===== src/rtl/core/pftm_pkg.sv =====
`timescale 1ns / 1ps
// ---------------------------------------------------------------------------
// pftm_pkg
// Shared types and constants of the player frame receiver and track mapper.
// ---------------------------------------------------------------------------
package pftm_pkg;

   // Frame layout.
   localparam logic [7:0] START_BYTE   = 8'h7E;
   localparam logic [7:0] END_BYTE     = 8'hEF;
   localparam logic [3:0] LAST_POS     = 4'd9;
   localparam logic [3:0] CMD_POS      = 4'd3;
   localparam logic [3:0] PARAM_HI_POS = 4'd5;
   localparam logic [3:0] PARAM_LO_POS = 4'd6;

   // Command codes.
   localparam logic [7:0] CMD_FINISH_A = 8'h3C;
   localparam logic [7:0] CMD_FINISH_B = 8'h3D;
   localparam logic [7:0] CMD_FINISH_C = 8'h3E;
   localparam logic [7:0] CMD_CURRENT  = 8'h4C;
   localparam logic [7:0] CMD_TOTAL    = 8'h48;

   // Event codes.
   localparam logic [1:0] EV_NONE     = 2'd0;
   localparam logic [1:0] EV_FINISHED = 2'd1;
   localparam logic [1:0] EV_CURRENT  = 2'd2;
   localparam logic [1:0] EV_TOTAL    = 2'd3;

   // Register indexes.
   localparam logic CSR_FIXED_COUNT = 1'b0;
   localparam logic CSR_OFFSET      = 1'b1;

   localparam int TRACK_W = 16;

   typedef enum logic [2:0] {
      ST_IDLE,
      ST_DECODE,
      ST_MOD_TRACK,
      ST_MOD_OFFSET,
      ST_DONE
   } state_type;

   // Controller to datapath.
   typedef struct packed {
      logic take_byte;
      logic div_start;
      logic div_sel_offset;
      logic save_track_rem;
      logic save_offset_rem;
      logic commit;
   } cmd_type;

   // Datapath to controller.
   typedef struct packed {
      logic upd_track;
      logic count_zero;
      logic div_done;
      logic rsp_free;
   } status_type;

endpackage


===== src/rtl/core/player_frame_receiver_track_map_core.sv =====
`timescale 1ns / 1ps
// ---------------------------------------------------------------------------
// player_frame_receiver_track_map_core
// Parses fixed-length player link frames and keeps module and logical track.
//
//   Channel  Ports                          Direction  Moves
//   req      req_valid / req_stall          in         one received byte
//   rsp      rsp_valid / rsp_stall          out        event and track status
//   csr      csr_wr_en / csr_index          in         track count, offset
//
// Each byte is one transaction and yields exactly one result transaction.
// A byte passes intake, decode and commit; a track report that is mapped
// over a nonzero count adds two runs of the shared remainder unit.
// Reset is synchronous and clears the parser, track state and result flag.
// A stalled result holds in the output register; the next byte is still
// taken and processed, and waits only for its own commit.
// ---------------------------------------------------------------------------
module player_frame_receiver_track_map_core
   import pftm_pkg::*;
(
   input  logic        clock,
   input  logic        reset,
   input  logic        req_valid,
   output logic        req_stall,
   input  logic [7:0]  req_rx_byte,
   output logic        rsp_valid,
   input  logic        rsp_stall,
   output logic [1:0]  rsp_event_code,
   output logic [15:0] rsp_logical_track,
   output logic [15:0] rsp_module_track,
   output logic        rsp_track_known,
   output logic [15:0] rsp_total_tracks,
   input  logic        csr_wr_en,
   input  logic        csr_index,
   input  logic [15:0] csr_wdata
);

   cmd_type    cmd;
   status_type status;

   // Sequencer.
   pftm_ctrl u_ctrl (
      .clock     (clock),
      .reset     (reset),
      .req_valid (req_valid),
      .status    (status),
      .cmd       (cmd),
      .req_stall (req_stall)
   );

   // Datapath.
   pftm_datapath u_datapath (
      .clock             (clock),
      .reset             (reset),
      .cmd               (cmd),
      .status            (status),
      .csr_wr_en         (csr_wr_en),
      .csr_index         (csr_index),
      .csr_wdata         (csr_wdata),
      .req_rx_byte       (req_rx_byte),
      .rsp_valid         (rsp_valid),
      .rsp_stall         (rsp_stall),
      .rsp_event_code    (rsp_event_code),
      .rsp_logical_track (rsp_logical_track),
      .rsp_module_track  (rsp_module_track),
      .rsp_track_known   (rsp_track_known),
      .rsp_total_tracks  (rsp_total_tracks)
   );

endmodule


===== src/rtl/core/pftm_mod_unit.sv =====
`timescale 1ns / 1ps
// ---------------------------------------------------------------------------
// pftm_mod_unit
// Restoring remainder unit: one quotient bit per cycle over all TRACK_W dividend bits.
// ---------------------------------------------------------------------------
module pftm_mod_unit
   import pftm_pkg::*;
(
   input  logic                 clock,
   input  logic                 reset,
   input  logic                 start,
   input  logic [TRACK_W-1:0]   dividend,
   input  logic [TRACK_W-1:0]   divisor,
   output logic                 done,
   output logic [TRACK_W-1:0]   remainder
);

   localparam int CNT_W = $clog2(TRACK_W + 1);

   logic               busy_ff, busy_in;
   logic [CNT_W-1:0]   cnt_ff, cnt_in;
   logic [TRACK_W-1:0] rem_ff, rem_in;
   logic [TRACK_W-1:0] dvd_ff, dvd_in;
   logic [TRACK_W-1:0] div_ff, div_in;
   logic [TRACK_W:0]   trial;

   assign done      = busy_ff && (cnt_ff == '0);
   assign remainder = rem_ff;

   // One shift and conditional subtract per cycle.
   always_comb begin
      busy_in = busy_ff;
      cnt_in  = cnt_ff;
      rem_in  = rem_ff;
      dvd_in  = dvd_ff;
      div_in  = div_ff;
      trial   = {rem_ff, dvd_ff[TRACK_W-1]};
      if (start) begin
         busy_in = 1'b1;
         cnt_in  = CNT_W'(TRACK_W);
         rem_in  = '0;
         dvd_in  = dividend;
         div_in  = divisor;
      end else if (busy_ff) begin
         if (cnt_ff != '0) begin
            if (trial >= {1'b0, div_ff}) begin
               trial = trial - {1'b0, div_ff};
            end
            rem_in = trial[TRACK_W-1:0];
            dvd_in = {dvd_ff[TRACK_W-2:0], 1'b0};
            cnt_in = cnt_ff - 1'b1;
         end else begin
            busy_in = 1'b0;
         end
      end
   end

   always_ff @(posedge clock) begin
      if (reset) begin
         busy_ff <= 1'b0;
         cnt_ff  <= '0;
      end else begin
         busy_ff <= busy_in;
         cnt_ff  <= cnt_in;
      end
      rem_ff <= rem_in;
      dvd_ff <= dvd_in;
      div_ff <= div_in;
   end

endmodule


===== src/rtl/core/pftm_ctrl.sv =====
`timescale 1ns / 1ps
// ---------------------------------------------------------------------------
// pftm_ctrl
// Sequencer: byte intake, track remainder runs, commit and result hand-off.
// ---------------------------------------------------------------------------
module pftm_ctrl
   import pftm_pkg::*;
(
   input  logic       clock,
   input  logic       reset,
   input  logic       req_valid,
   input  status_type status,
   output cmd_type    cmd,
   output logic       req_stall
);

   state_type state_ff, state_in;

   always_ff @(posedge clock) begin
      if (reset) begin
         state_ff <= ST_IDLE;
      end else begin
         state_ff <= state_in;
      end
   end

   // Next state and commands.
   always_comb begin
      state_in  = state_ff;
      cmd       = '0;
      req_stall = 1'b1;
      unique case (state_ff)
         ST_IDLE: begin
            req_stall = 1'b0;
            if (req_valid) begin
               cmd.take_byte = 1'b1;
               state_in      = ST_DECODE;
            end
         end
         ST_DECODE: begin
            if (status.upd_track && !status.count_zero) begin
               cmd.div_start = 1'b1;
               state_in      = ST_MOD_TRACK;
            end else begin
               state_in = ST_DONE;
            end
         end
         ST_MOD_TRACK: begin
            if (status.div_done) begin
               cmd.save_track_rem = 1'b1;
               cmd.div_start      = 1'b1;
               cmd.div_sel_offset = 1'b1;
               state_in           = ST_MOD_OFFSET;
            end
         end
         ST_MOD_OFFSET: begin
            if (status.div_done) begin
               cmd.save_offset_rem = 1'b1;
               state_in            = ST_DONE;
            end
         end
         ST_DONE: begin
            if (status.rsp_free) begin
               cmd.commit = 1'b1;
               state_in   = ST_IDLE;
            end
         end
         default: begin
            state_in = ST_IDLE;
         end
      endcase
   end

endmodule


===== src/rtl/core/pftm_datapath.sv =====
`timescale 1ns / 1ps
// ---------------------------------------------------------------------------
// pftm_datapath
// Frame capture, command decode, track registers, mapping and result register.
// ---------------------------------------------------------------------------
module pftm_datapath
   import pftm_pkg::*;
(
   input  logic               clock,
   input  logic               reset,
   input  cmd_type            cmd,
   output status_type         status,
   input  logic               csr_wr_en,
   input  logic               csr_index,
   input  logic [15:0]        csr_wdata,
   input  logic [7:0]         req_rx_byte,
   output logic               rsp_valid,
   input  logic               rsp_stall,
   output logic [1:0]         rsp_event_code,
   output logic [15:0]        rsp_logical_track,
   output logic [15:0]        rsp_module_track,
   output logic               rsp_track_known,
   output logic [15:0]        rsp_total_tracks
);

   // Configuration registers.
   logic [TRACK_W-1:0] fixed_count_ff, offset_ff;

   // Frame parser state.
   logic [3:0]         pos_ff, pos_in;
   logic [7:0]         cmd_byte_ff;
   logic [7:0]         param_hi_ff;
   logic [7:0]         param_lo_ff;

   // Decoded transaction.
   logic [1:0]         ev_ff, ev_in;
   logic               upd_ff, upd_in;
   logic               known_wr_ff, known_wr_in;
   logic               known_val_ff, known_val_in;
   logic               total_wr_ff, total_wr_in;
   logic [TRACK_W-1:0] param_ff;

   // Tracking state.
   logic [TRACK_W-1:0] total_ff, module_ff, logical_ff;
   logic               known_ff;

   // Remainders and result register.
   logic [TRACK_W-1:0] track_rem_ff, offset_rem_ff;
   logic               rsp_valid_ff;
   logic [1:0]         rsp_ev_ff;
   logic [TRACK_W-1:0] rsp_logical_ff, rsp_module_ff, rsp_total_ff;
   logic               rsp_known_ff;

   logic [TRACK_W-1:0] param_now;
   logic [TRACK_W-1:0] count;
   logic [TRACK_W-1:0] div_dividend, div_rem;
   logic               div_done;
   logic [TRACK_W:0]   wrap_sum;
   logic [TRACK_W-1:0] mapped;
   logic [TRACK_W-1:0] logical_next, module_next, total_next;
   logic               known_next;

   assign param_now = {param_hi_ff, param_lo_ff};
   assign count     = (fixed_count_ff != '0) ? fixed_count_ff : total_ff;

   // Byte position update and frame decode on the closing byte.
   always_comb begin
      pos_in       = pos_ff;
      ev_in        = EV_NONE;
      upd_in       = 1'b0;
      known_wr_in  = 1'b0;
      known_val_in = 1'b0;
      total_wr_in  = 1'b0;
      if (!(pos_ff == '0 && req_rx_byte != START_BYTE)) begin
         if (pos_ff < LAST_POS) begin
            pos_in = pos_ff + 1'b1;
         end else begin
            pos_in = '0;
            if (req_rx_byte == END_BYTE) begin
               unique case (cmd_byte_ff)
                  CMD_FINISH_A, CMD_FINISH_B, CMD_FINISH_C: begin
                     ev_in        = EV_FINISHED;
                     upd_in       = (param_now != '0);
                     known_wr_in  = 1'b1;
                     known_val_in = (param_now != '0);
                  end
                  CMD_CURRENT: begin
                     ev_in        = EV_CURRENT;
                     upd_in       = (param_now != '0);
                     known_wr_in  = (param_now != '0);
                     known_val_in = 1'b1;
                  end
                  CMD_TOTAL: begin
                     ev_in       = EV_TOTAL;
                     total_wr_in = 1'b1;
                  end
                  default: begin
                     ev_in = EV_NONE;
                  end
               endcase
            end
         end
      end
   end

   // Shared remainder unit: first the track minus one, then the offset.
   assign div_dividend = cmd.div_sel_offset ? offset_ff : (param_ff - 1'b1);

   pftm_mod_unit u_mod (
      .clock     (clock),
      .reset     (reset),
      .start     (cmd.div_start),
      .dividend  (div_dividend),
      .divisor   (count),
      .done      (div_done),
      .remainder (div_rem)
   );

   // Mapping and next tracking values for the commit.
   always_comb begin
      wrap_sum = {1'b0, track_rem_ff} + {1'b0, count - offset_rem_ff};
      if (wrap_sum >= {1'b0, count}) begin
         wrap_sum = wrap_sum - {1'b0, count};
      end
      if (count == '0) begin
         mapped = (param_ff > offset_ff) ? (param_ff - offset_ff) : param_ff;
      end else begin
         mapped = wrap_sum[TRACK_W-1:0] + 1'b1;
      end
      module_next  = upd_ff ? param_ff : module_ff;
      logical_next = upd_ff ? mapped : logical_ff;
      known_next   = known_wr_ff ? known_val_ff : known_ff;
      total_next   = total_wr_ff ? param_ff : total_ff;
   end

   assign status.upd_track  = upd_ff;
   assign status.count_zero = (count == '0);
   assign status.div_done   = div_done;
   assign status.rsp_free   = !rsp_valid_ff || !rsp_stall;

   // Control registers.
   always_ff @(posedge clock) begin
      if (reset) begin
         fixed_count_ff <= '0;
         offset_ff      <= '0;
         pos_ff         <= '0;
         total_ff       <= '0;
         module_ff      <= '0;
         logical_ff     <= '0;
         known_ff       <= 1'b0;
         rsp_valid_ff   <= 1'b0;
      end else begin
         if (csr_wr_en) begin
            unique case (csr_index)
               CSR_FIXED_COUNT: fixed_count_ff <= csr_wdata;
               CSR_OFFSET:      offset_ff      <= csr_wdata;
               default:         fixed_count_ff <= fixed_count_ff;
            endcase
         end
         if (cmd.take_byte) begin
            pos_ff <= pos_in;
         end
         if (cmd.commit) begin
            total_ff   <= total_next;
            module_ff  <= module_next;
            logical_ff <= logical_next;
            known_ff   <= known_next;
         end
         if (cmd.commit) begin
            rsp_valid_ff <= 1'b1;
         end else if (!rsp_stall) begin
            rsp_valid_ff <= 1'b0;
         end
      end
   end

   // Payload registers.
   always_ff @(posedge clock) begin
      if (cmd.take_byte) begin
         if (pos_ff == CMD_POS) begin
            cmd_byte_ff <= req_rx_byte;
         end
         if (pos_ff == PARAM_HI_POS) begin
            param_hi_ff <= req_rx_byte;
         end
         if (pos_ff == PARAM_LO_POS) begin
            param_lo_ff <= req_rx_byte;
         end
         ev_ff        <= ev_in;
         upd_ff       <= upd_in;
         known_wr_ff  <= known_wr_in;
         known_val_ff <= known_val_in;
         total_wr_ff  <= total_wr_in;
         param_ff     <= param_now;
      end
      if (cmd.save_track_rem) begin
         track_rem_ff <= div_rem;
      end
      if (cmd.save_offset_rem) begin
         offset_rem_ff <= div_rem;
      end
      if (cmd.commit) begin
         rsp_ev_ff      <= ev_ff;
         rsp_logical_ff <= logical_next;
         rsp_module_ff  <= module_next;
         rsp_known_ff   <= known_next;
         rsp_total_ff   <= total_next;
      end
   end

   assign rsp_valid         = rsp_valid_ff;
   assign rsp_event_code    = rsp_ev_ff;
   assign rsp_logical_track = rsp_logical_ff;
   assign rsp_module_track  = rsp_module_ff;
   assign rsp_track_known   = rsp_known_ff;
   assign rsp_total_tracks  = rsp_total_ff;

endmodule

===== config.mk =====
export PLATFORM = sky130hd
export DESIGN_NAME = player_frame_receiver_track_map_core
export DESIGN_NICKNAME = d
export VERILOG_FILES = /design/src/rtl/core/pftm_pkg.sv /design/src/rtl/core/player_frame_receiver_track_map_core.sv /design/src/rtl/core/pftm_mod_unit.sv /design/src/rtl/core/pftm_ctrl.sv /design/src/rtl/core/pftm_datapath.sv
export SDC_FILE = /design/constraint.sdc
export NUM_CORES = 1
export LEC_CHECK = 0
export BUFFER_PORTS_ARGS = -buffer_cell sky130_fd_sc_hd__buf_2
export CAP_MARGIN = 40
export CORE_MARGIN = 2
export CORE_UTILIZATION = 30
export CTS_CLUSTER_SIZE = 24
export DETAILED_ROUTE_END_ITERATION = 6
export GPL_ROUTABILITY_DRIVEN = 0
export PLACE_DENSITY_LB_ADDON = 0.25
export SYNTH_ARGS = -nofsm -noshare
export SYNTH_HDL_FRONTEND = slang
export SYNTH_SLANG_ARGS = --single-unit

===== constraint.sdc =====
create_clock -name clock -period 9.6 [get_ports clock]
set_clock_uncertainty 0.05 [all_clocks]
set_input_delay 1.92 -clock clock [delete_from_list [all_inputs] [get_ports clock]]
set_output_delay 1.92 -clock clock [all_outputs]
set_load 0.05 [all_outputs]

==> flow_summary.json <==
{
  "path_max_fanout": 8,
  "initial_core_util": 0.302,
  "antenna_found_initial": 1,
  "swShare": 0.307,
  "grt_pass1_wl_microns": 66600,
  "cp_slowest_stage_delay_ns": 0.56,
  "criticalPathCategory": "reg -> reg",
  "synth_nets": 1701,
  "cts-root-buf": "clkbuf_16",
  "power_switching_mw": 1.03,
  "drive_gt1_frac": 0.131,
  "io_pins": 83,
  "rsz0062_at_grt": "no",
  "relSlewSlack": 0.446,
  "grt_use_total": 0.159,
  "rows": 83,
  "tightest_slew_ns": 0.832,
  "core_sq_mm": 0.0512,
  "internal-power_mw": 2.32,
  "tns_ns": 0,
  "power_frac_clock": 0.363,
  "arrival_ns": 9.02,
  "p_comb_frac": 0.241,
  "antenna_cells": 0,
  "fin_ws_ns": 0.874,
  "powerDensity_mw_per_mm2": 188,
  "outcome": "complete, no violations",
  "syn_inst": 1579,
  "min_path_type": "reg -> reg",
  "syn_avg_cell_area_sq_um": 9.80,
  "drv_slew": 0,
  "ys_async_sr_fraction": 0,
  "yosysWarnings": 0,
  "die_area_sq_mm": 0.0534,
  "setup_viol": 0,
  "grt_max_degree": 58,
  "preCtsSetupSlack_ns": 0.740,
  "tritoncts": "built",
  "hold_violations": 0,
  "seqPwrFrac": 0.396,
  "hpwlAfterDp_microns": 32600,
  "grt_overflow_total": 0,
  "area_growth_syn_to_layout_pct": 15.3,
  "min_to": "u_datapath.rsp_event_code[0]",
  "dr.pass1.iters": 5,
  "die_y_microns": 231,
  "min_from": "u_datapath.ev_ff[0]",
  "insertion_delay_ns": 0.58,
  "slowest_stage": "or4_1",
  "routed_wl_microns": 42900,
  "ys_seq_area_frac": 0.456,
  "r2r-start": "u_datapath.fixed_count_ff[11]",
  "routed_via_density": 5.03,
  "die-width_microns": 231,
  "setup.worst_path.end_class": "flip-flop",
  "drc": 0,
  "reg2reg_to": "u_datapath.rsp_logical_track[12]",
  "crit_top_cell": "ha_1",
  "synth_area_sq_mm": 0.0155,
  "first_iter_violations": 1093,
  "antenna_left": 0,
  "fill_cells": 5190,
  "fin_crit_sh": 0.909,
  "p_leak_nw": 6.87,
  "period_minus_slack_ns": 8.73,
  "hold_buffers": 0,
  "synth_top_flop_cell": "edfxtp_1",
  "max_freq_mhz": 115,
  "p_total_mw": 3.35,
  "reg2regPathDepth": 33,
  "r2r_slack_ns": 0.87,
  "num_vias": 11900,
  "cts_buffer_depth": 3,
  "synth.distinct_cells": 80,
  "hold_depth": 0,
  "vdd_drop_max_mv": 0.128,
  "port_buffers": 82,
  "fin_hold_ws_ns": 0.372,
  "clkTransAtPathRegs_ns": 0.06,
  "wl_per_cell_microns": 18.1,
  "htree_num_levels": 1,
  "synth_edf_count": 161,
  "synth-seq-cells": 272,
  "cts_buffers": 31,
  "grt_pass1_vias": 11500,
  "worstSetupStartpointType": "flip-flop",
  "nets": 1781,
  "clock_sink_count": 272,
  "cap_viol_max_count": 0,
  "required_ns": 9.89
}
registers in the layout, indices dropped and copies added (netlist names), 3 cells and up:
register / count
u_datapath.rsp_module_track: 16
u_datapath.offset_ff: 16
u_datapath.param_lo_ff: 8
u_datapath.param_hi_ff: 8
u_datapath.pos_ff: 4
u_datapath.total_ff: 16
u_datapath.logical_ff: 16
u_datapath.fixed_count_ff: 16
u_datapath.u_mod.cnt_ff: 5
u_datapath.offset_rem_ff: 16
u_datapath.u_mod.remainder: 16
u_datapath.rsp_total_tracks: 16
u_ctrl.state_ff: 3
u_datapath.rsp_logical_track: 16
u_datapath.u_mod.dvd_ff: 16
u_datapath.cmd_byte_ff: 8
u_datapath.module_ff: 16
u_datapath.u_mod.div_ff: 16
u_datapath.param_ff: 16
u_datapath.track_rem_ff: 16
critical path, delay by kind of cell, from the launching register on:
kind / cells / cell delay [ns]
adder cells (fa/ha/maj): 4 / 1.27
AND/OR/NAND/NOR: 11 / 2.89
AO/OA/AOI/OAI: 14 / 3.09
flip-flops: 1 / 0.32
multiplexers: 1 / 0.24
XOR/XNOR: 3 / 0.63
kinds of logic (layout without fill, tap and decap cells):
logic type | after synthesis | after routing | synth area share
buf+inv | 165 | 270 | 0.0412
mux | 106 | 106 | 0.0725
compound gates | 342 | 342 | 0.142
fa+ha+maj | 92 | 92 | 0.0768
simple gates | 506 | 506 | 0.157
flops | 272 | 272 | 0.456
xor+xnor | 96 | 96 | 0.0543
placed cells by master, fill, tap and decap left out, drive strengths merged, types with 42 or more instances in the layout:
master / instances
edfxtp: 161
nand2: 158
nor2: 141
a21oi: 127
dfxtp: 111
inv: 110
buf: 101
ha: 87
xnor2: 65
mux2i: 63
o21ai: 62
mux2: 43
clkbuf: 42
through the flow:
stage	std cells	utilization	area [sq um]
2_1_floorplan	1579	-	15500
3_3_place_gp	2299	0.325	16600
3_5_place_dp	2306	0.328	16800
4_1_cts	2364	0.348	17800
5_1_grt	2364	0.348	17800
6_report	2364	0.348	17800
what timing repair did:
action / CTS / global route
gates resized for setup: 0 / 2
setup endpoints to repair: 0 / 6
buffers inserted: 0 / 0
synth_stat cells, types with 11 or more instances:
cell,instances,area [sq um]
a211oi_1,18,135
a21o_1,23,173
nor4_1,23,144
xnor2_1,65,569
a21oi_1,126,631
xor2_1,31,272
mux2_2,41,462
o21ai_0,57,285
dfxtp_1,111,2220
clkbuf_1,41,154
mux2i_1,63,631
o211ai_1,11,82.6
nor2_1,139,522
and3_1,11,68.8
nand4_1,13,81.3
ha_1,87,1090
edfxtp_1,161,4830
nand2b_1,14,87.6
nor3_1,39,195
inv_1,109,409
nand3_1,26,130
nor2b_1,14,87.6
nand2_1,158,593
or3_1,14,87.6
final cells by class:
type	count	area [sq um]	area share
clock buffers	42	857	0.0480
clock inverters	16	198	0.0111
inverters	111	417	0.0234
multi-input cells	1142	7810	0.438
flip-flops and latches	272	7060	0.396
well taps	680	851	0.0477
repair buffers	101	651	0.0365
per-layer routing:
layer / track usage / wire [microns]
met1: 0.240 / 21800
met2: 0.239 / 18300
met3: 0.0188 / 2010
met4: 0.0393 / 816
met5: 0 / 0
power groups by stage:
stage	Combinational, mW	Clock, mW	Sequential [mW]
2_1_floorplan	0.571	0	1.35
3_3_place_gp	0.781	0	1.35
3_5_place_dp	0.795	0	1.35
4_1_cts	0.800	1.24	1.32
5_1_grt	0.883	1.29	1.33
6_report	0.806	1.22	1.32
how the worst max path moves through the flow:
stage / slack, ns / start / end
after floorplan: 1.45 / u_datapath.fixed_count_ff[11] / u_datapath.rsp_logical_track[12]
after global placement: 0.89 / u_datapath.fixed_count_ff[11] / u_datapath.rsp_logical_track[12]
after detailed placement: 0.74 / u_datapath.fixed_count_ff[11] / u_datapath.rsp_logical_track[12]
after CTS: 0.67 / u_datapath.fixed_count_ff[11] / u_datapath.rsp_logical_track[12]
after global routing: 0.08 / u_datapath.fixed_count_ff[11] / u_datapath.rsp_logical_track[12]
final: 0.87 / u_datapath.fixed_count_ff[11] / u_datapath.rsp_logical_track[12]
Note: power is estimated with default switching activity, not from simulation.
